`config.mk`:
```
export PLATFORM = sky130hd
export DESIGN_NAME = lid_div_stage
export DESIGN_NICKNAME = d
export VERILOG_FILES = /design/src/rtl/lid_div_stage.sv
export SDC_FILE = /design/constraint.sdc
export NUM_CORES = 1
export LEC_CHECK = 0
export BUFFER_PORTS_ARGS = -buffer_cell sky130_fd_sc_hd__buf_2
export CORE_AREA = 3 3 184 186
export CTS_BUF_LIST = sky130_fd_sc_hd__clkbuf_4 sky130_fd_sc_hd__clkbuf_8
export DETAILED_ROUTE_END_ITERATION = 7
export DIE_AREA = 0 0 187 189
export GPL_TIMING_DRIVEN = 1
export PLACE_DENSITY = 0.72
export SYNTH_ARGS = -nofsm -noshare
export SYNTH_HDL_FRONTEND = slang
export SYNTH_SLANG_ARGS = --single-unit
```
`constraint.sdc`:
```
create_clock -name clk -period 3.6 [get_ports clk]
set_clock_uncertainty 0.05 [all_clocks]
set_input_delay 0.36 -clock clk [delete_from_list [all_inputs] [get_ports clk]]
set_output_delay 0.36 -clock clk [all_outputs]
set_load 0.01 [all_outputs]
```
`src/rtl/lid_div_stage.sv`:
```
// One restoring division step: one quotient bit per stage.
// Depends on nothing; instantiated in a chain by the top level.
module lid_div_stage #(
  parameter int MW     = 67,
  parameter int NW     = 99,
  parameter int SIDE_W = 1
) (
  input  logic              clk,
  input  logic              rst,
  input  logic              en,
  input  logic              in_valid,
  input  logic [MW-1:0]     in_rem,
  input  logic [NW-1:0]     in_nq,
  input  logic [MW-1:0]     in_d,
  input  logic [SIDE_W-1:0] in_side,
  output logic              out_valid,
  output logic [MW-1:0]     out_rem,
  output logic [NW-1:0]     out_nq,
  output logic [MW-1:0]     out_d,
  output logic [SIDE_W-1:0] out_side
);

  logic [MW:0] trial, diff;
  logic        ge;

  assign trial = {in_rem, in_nq[NW-1]};
  assign diff  = trial - {1'b0, in_d};
  assign ge    = trial >= {1'b0, in_d};

  always_ff @(posedge clk) begin
    if (rst) begin
      out_valid <= 1'b0;
    end else if (en) begin
      out_valid <= in_valid;
    end
  end

  always_ff @(posedge clk) begin
    if (en) begin
      out_rem  <= ge ? diff[MW-1:0] : trial[MW-1:0];
      out_nq   <= {in_nq[NW-2:0], ge};
      out_d    <= in_d;
      out_side <= in_side;
    end
  end

endmodule

```
**Yosys cells after proc, flatten, opt, wreduce, memory -nomap -nowiden**

Cells that the tools add are included.

- Flip-flop bits (word level): 235
- Bits in latches: 0
- Bits in writable memories: 0
- Logic and storage cells: 8
- Memory bits (read-only): 0
- Memories: 0
- Input port bits: 238
- Output and inout bits: 235

- Equality and inequality tests: 0
- $mul: 0
- Bitwise operators: 0
- Divide/modulo/power cells: 0
- Muxes and demuxes: 1
- $add $sub $neg: 1
- Shift-type cells: 0
- Magnitude comparators: 1
- Reduce and logical (&&, ||, !) cells: 0

Operators by type and width:

| cell | count |
|---|---|
| 68-bit by 67-bit >= comparator with 1-bit output | 1 |
| 67-bit two-way mux | 1 |
| 67-bit subtractor | 1 |

**Depth between registers and ports, before layout**

- Depth in word-level cells: 2
- Depth in mapped cells: 15
- Mapped depth without buffers: 14

**Worst setup path before layout**

Ideal clock, no wire load.

- Path kind: input port to flip-flop
- From: input port in_nq[98]
- To: register out_rem[62], data pin
- Arrival: 2.887 ns
- Setup slack: 0.408 ns
- Required time: 3.295 ns
- Cell stages on the path: 14
- Path buffers: 0
- Library setup time: 0.255 ns
- Path through: inv_1 -> ha_1 -> inv_1 -> fa_1 -> a211oi_1 -> o21ai_0 -> o211ai_1 -> a21oi_1 -> o21bai_1 -> a2111oi_0 -> o21a_1 -> o21a_1 -> or3_1 -> a31o_1

- Word-level cells in the longest chain between the ends: 2
- Elaborated cells between the ends (all ways): 3
- Those cells by class: add/sub (1); order compare (1); mux (1)

RTL lines:

| element | line | text |
|---|---|---|
| start, declared | 13 | `input logic [NW-1:0] in_nq,` |
| 67-bit subtractor / 68-bit by 67-bit >= comparator with 1-bit output (equally long branches) | 27, 28 |  |
| 67-bit two-way mux (*) | 40 | `out_rem <= ge ? diff[MW-1:0] : trial[MW-1:0];` |
| end signal, assigned | 40 |  |
| end, declared | 17 | `output logic [MW-1:0] out_rem,` |

Mark *: on every way between the ends. The rest lies on a longest branch, timed or not.
A chain may end at the register's enable or synchronous reset.

**Final worst setup path**

- From: input port in_d[23]
- To: register out_rem[62], data pin

- Word-level cells in the longest chain between the ends: 2
- Elaborated cells between the ends (all ways): 3
- Those cells by class: add/sub (1); order compare (1); mux (1)

RTL lines:

| element | line | text |
|---|---|---|
| start, declared | 14 | `input logic [MW-1:0] in_d,` |
| 67-bit subtractor / 68-bit by 67-bit >= comparator with 1-bit output (equally long branches) | 27, 28 |  |
| 67-bit two-way mux (*) | 40 |  |

Marks and branches as above.

==> results by stage <==
Outcome:
- The flow ran to the end, and the final reports show no timing, DRC or antenna violations.

Timing:
- The final-report hold violation count is 0.
- Dividing the final minimum period by the clock period gives 0.965.
- The achievable frequency is 288 MHz.
- Final hold analysis gives a worst-case slack of 0.0586 ns.
- The final-report setup violation count is 0.
- The max-slew headroom at the worst pin is 0.496.
- The actual transition at the worst max-transition pin is 0.755 ns.
- The minimum setup slack in the final design is 0.125 ns.
- Setup repair after global routing left no endpoint under its margin.
- The minimum period implied by the final worst setup slack is 3.48 ns.
- The max-slew violation count is 0.

Routing:
- The routed wirelength normalized by instance count is 19.3 um.
- The first detailed-routing pass ran for 5 iterations.
- The DRC violations left is 0.
- The total length of routed wires is 44600 um.
- The number of violations reported at the end of detailed-routing iteration 0 is 572.
- The post-route antenna net violation count is 0.
- The total via count after detailed routing is 11.6k.
- The average via count per standard cell is 5.02.

Pwr:
- Of the total power, registers draw 0.426.
- In this run the power density over the cells is 439 nW/um^2.
- Cell internal power was estimated by the tool at 0.00572 W.
- Across the VDD grid, the largest voltage drop is 0.307 mV.
- For this design the static power due to leakage is 8.09 nW.
- Of the total power, combinational logic draws 0.250.
- The power spent charging and discharging nets is 0.00239 W.
- Of the total power, the share spent switching nets is 0.294.
- The total power draw is 0.00810 W.
- The clock network power share is 0.324.

Cells and area:
- The filler cells instantiated in the layout total 2722.
- The final net count is 2147.
- Of the cells placed in the final design, the portion with a size suffix greater than 1 is 0.332.
- The post-synthesis to final-layout area growth is 52.0%.

Hold path:
- Counting instances, the worst hold path has a depth of 3.
- The path class of the tightest hold or removal check is input port to flip-flop.

Synthesis:
- In this run the cell area of the synthesized design comes to 12100 um^2.
- In this run, synthesis inferred 234 flip-flops with an integrated enable.
- The synthesized net count is 1404.
- The most used flip-flop cell after synthesis is sky130_fd_sc_hd__edfxtp_1.
- Synthesis produced 1098 cells.
- The count of cell types in the netlist is 54.
- The share of async-settable or async-resettable flops after synthesis is 0.
- The flip-flop and latch count after synthesis is 235.
- The number of synthesis warnings is 0.
- The share of the Yosys chip area taken by registers is 0.581.
- In this run the mean area of a mapped cell was 11.0 um^2.

Floorplanning:
- The initialized floorplan defines 66 standard-cell rows.
- From left edge to right edge, the die measures 187 um.
- For this configuration, the core starts out at a cell density of 0.374.
- The die is 189 um tall.
- Pin placement for this block handled 473 I/O pins.
- The total area inside the core boundary comes to 32500 um^2.
- The floorplan step defined a die boundary enclosing 35300 um^2.

CTS:
- The post-CTS setup buffer count is 0.
- The number of CTS-inserted buffers is 41.
- The later pin in the worst-skew pair is clocked with a latency of 0.56 ns.
- Clock-pin slew was measured on the worst setup and hold paths at 0.06 ns.
- In this run the deepest clock path goes through 3 buffers.
- The number of clock sinks seen by CTS is 235.
- The H-tree generated during clock tree synthesis spans 2 levels.
- TritonCTS built the clock tree.
- The clock tree root buffer cell is sky130_fd_sc_hd__clkbuf_8.

Setup path:
- The endpoint type of the worst setup path is a flip-flop.
- The kind of critical path is input port to flip-flop.
- The highest fanout seen on the critical path is 7.
- The cell family contributing the most delay on the critical path is compound AO/OA/AOI/OAI gates.
- Walking the worst path, the cells encountered are dlygate4sd3_1 -> buf_2 -> inv_1 -> ha_1 -> buf_4 -> a21oi_1 -> o21bai_1 -> a2111oi_1 -> o31ai_1 -> a31oi_1 -> o21ai_0 -> o21a_1 -> o21a_1 -> or3_1 -> a31o_1.
- The cell depth of the worst setup path is 15.
- Together, buffers and inverters on the worst path number 4.
- The arrival time of data at the critical path endpoint is 3.78 ns.
- The delay of the slowest critical-path stage is 0.54 ns.
- The worst register-to-register path has a depth of 3.
- The worst endpoint required time is 3.91 ns.
- The cell that appears most often on the critical path is sky130_fd_sc_hd__o21a_1.
- The cell at the slowest stage of the critical path is sky130_fd_sc_hd__dlygate4sd3_1.
- The setup slack of the worst register-to-register path is 2.40 ns.
- The worst setup path is launched from an input port.

Global routing:
- The first global-routing pass estimated 67700 um of wire.
- The largest net degree at the start of global routing is 87.
- The number of antenna violations at the first check in global routing came to 5.
- The number of global-route vias before repair was 11.8k.
- The total global routing overflow is 0.
- For this run, the total global-route usage over all layers was measured as 0.244.

Place:
- The number of input and output port buffers inserted is 472.
- At the placement stage, the worst setup path has a slack of -0.291 ns.
- The HPWL after detailed placement is 32300 um.
- The congestion estimate from routability-driven global placement came to 0.894.

Run:
- The tool flagged a number of max-cap violations equal to 0.
## cell families (layout without fill, tap and decap cells)
| kind of cell | Yosys count | after routing | share of synthesized area |
|---|---|---|---|
| fa+ha+maj | 68 | 68 | 0.0707 |
| compound gates | 318 | 318 | 0.156 |
| flops | 235 | 235 | 0.581 |
| xor+xnor | 63 | 63 | 0.0455 |
| mux | 1 | 1 | 0.000825 |
| other cells | 0 | 1 | 0 |
| simple gates | 273 | 273 | 0.100 |
| buf+inv | 140 | 913 | 0.0460 |
## layout by cell type (no fill, tap or decap), drive strengths merged, types with 4 or more instances in the layout
cell type    synthesis  routed
buf                 17     535
edfxtp             234     234
dlygate4sd3          0     211
nand2              136     136
o21ai              116     116
a21oi               98      98
inv                 93      93
ha                  67      67
nor2                52      52
clkbuf              29      49
xnor2               38      38
nand4               33      33
xor2                25      25
o21bai              23      23
clkinv               1      19
a21o                18      18
nor3                14      14
a31oi                9       9
a211oi               9       9
nand2b               8       8
o21a                 8       8
nand3                7       7
nor2b                7       7
or3                  7       7
o31ai                7       7
o211ai               6       6
a2111oi              5       5
bufinv               0       4
## power by group through the flow
stage	registers [W]	logic (W)	clock network, W
2_1_floorplan	0.00366	0.000792	0
3_3_place_gp	0.00349	0.00179	0
3_5_place_dp	0.00350	0.00181	0
4_1_cts	0.00344	0.00200	0.00272
5_1_grt	0.00348	0.00220	0.00284
6_report	0.00345	0.00202	0.00263
## path summary, 6_finish.rpt
check,start,endpoint
worst max-delay path,in_d[23],out_rem[62]$_DFFE_PP_
worst min-delay path,in_rem[38],out_rem[39]$_DFFE_PP_
worst max register to register,out_valid$_SDFFE_PP0P_,out_valid$_SDFFE_PP0P_
worst min register to register,out_valid$_SDFFE_PP0P_,out_valid$_SDFFE_PP0P_
## through the flow
stage	instances	util	cell area, um^2	setup TNS [ns]
2_1_floorplan	1098	-	12100	0
3_3_place_gp	2029	0.474	15400	-2.84
3_5_place_dp	2029	0.474	15400	-4.11
4_1_cts	2313	0.566	18400	0
5_1_grt	2314	0.568	18400	0
6_report	2314	0.568	18400	0
## layer usage
layer,part of all wire,up-vias,track usage
li1,-,5500,-
met4,0.041,8,0.0936
met2,0.51,495,0.437
met3,0.068,103,0.0668
met1,0.38,5510,0.280
met5,0.0013,-,0
## sequential cells by signal (all words and copies together) (netlist names)
name and flops:
out_side 1, out_d 67, out_valid 1, out_nq 99
out_rem 67
## cell type report
class,count,area (um^2),share of cell area
Clock inverter,24,235,0.0128
Inverter,94,358,0.0194
Timing Repair Buffer,746,5010,0.272
Sequential cell,235,7050,0.382
Clock buffer,49,631,0.0342
Antenna cell,1,2.50,0.000136
Multi-Input combinational cell,723,4600,0.249
Tap cell,442,553,0.0300
## cell usage after synthesis, types with 9 or more instances
master	count	area (um^2)
sky130_fd_sc_hd__edfxtp_1	234	7030
sky130_fd_sc_hd__nand2_1	136	510
sky130_fd_sc_hd__a21oi_1	97	485
sky130_fd_sc_hd__inv_1	93	349
sky130_fd_sc_hd__o21ai_0	84	420
sky130_fd_sc_hd__ha_1	67	838
sky130_fd_sc_hd__nor2_1	52	195
sky130_fd_sc_hd__xnor2_1	38	333
sky130_fd_sc_hd__nand4_1	33	206
sky130_fd_sc_hd__o21ai_1	32	160
sky130_fd_sc_hd__clkbuf_1	29	109
sky130_fd_sc_hd__xor2_1	25	219
sky130_fd_sc_hd__o21bai_1	23	173
sky130_fd_sc_hd__a21o_1	18	135
sky130_fd_sc_hd__buf_2	16	80.1
sky130_fd_sc_hd__nor3_1	14	70.1
sky130_fd_sc_hd__a31oi_1	9	56.3
## tightest hold or removal path, delay by kind of cell
| kind | cells | cell delay (ns) |
|---|---|---|
| buffers and inverters | 1 | 0.09 |
| and+or+nand+nor | 1 | 0.04 |
| AOI/OAI and AO/OA | 1 | 0.06 |
## timing repair
action	4_1_cts	5_1_grt
resized for setup	0	17
endpoints found under the setup margin	0	57
endpoints found under the hold margin	210	0
hold buffers	211	0
Power figures use the tool's default switching activity.
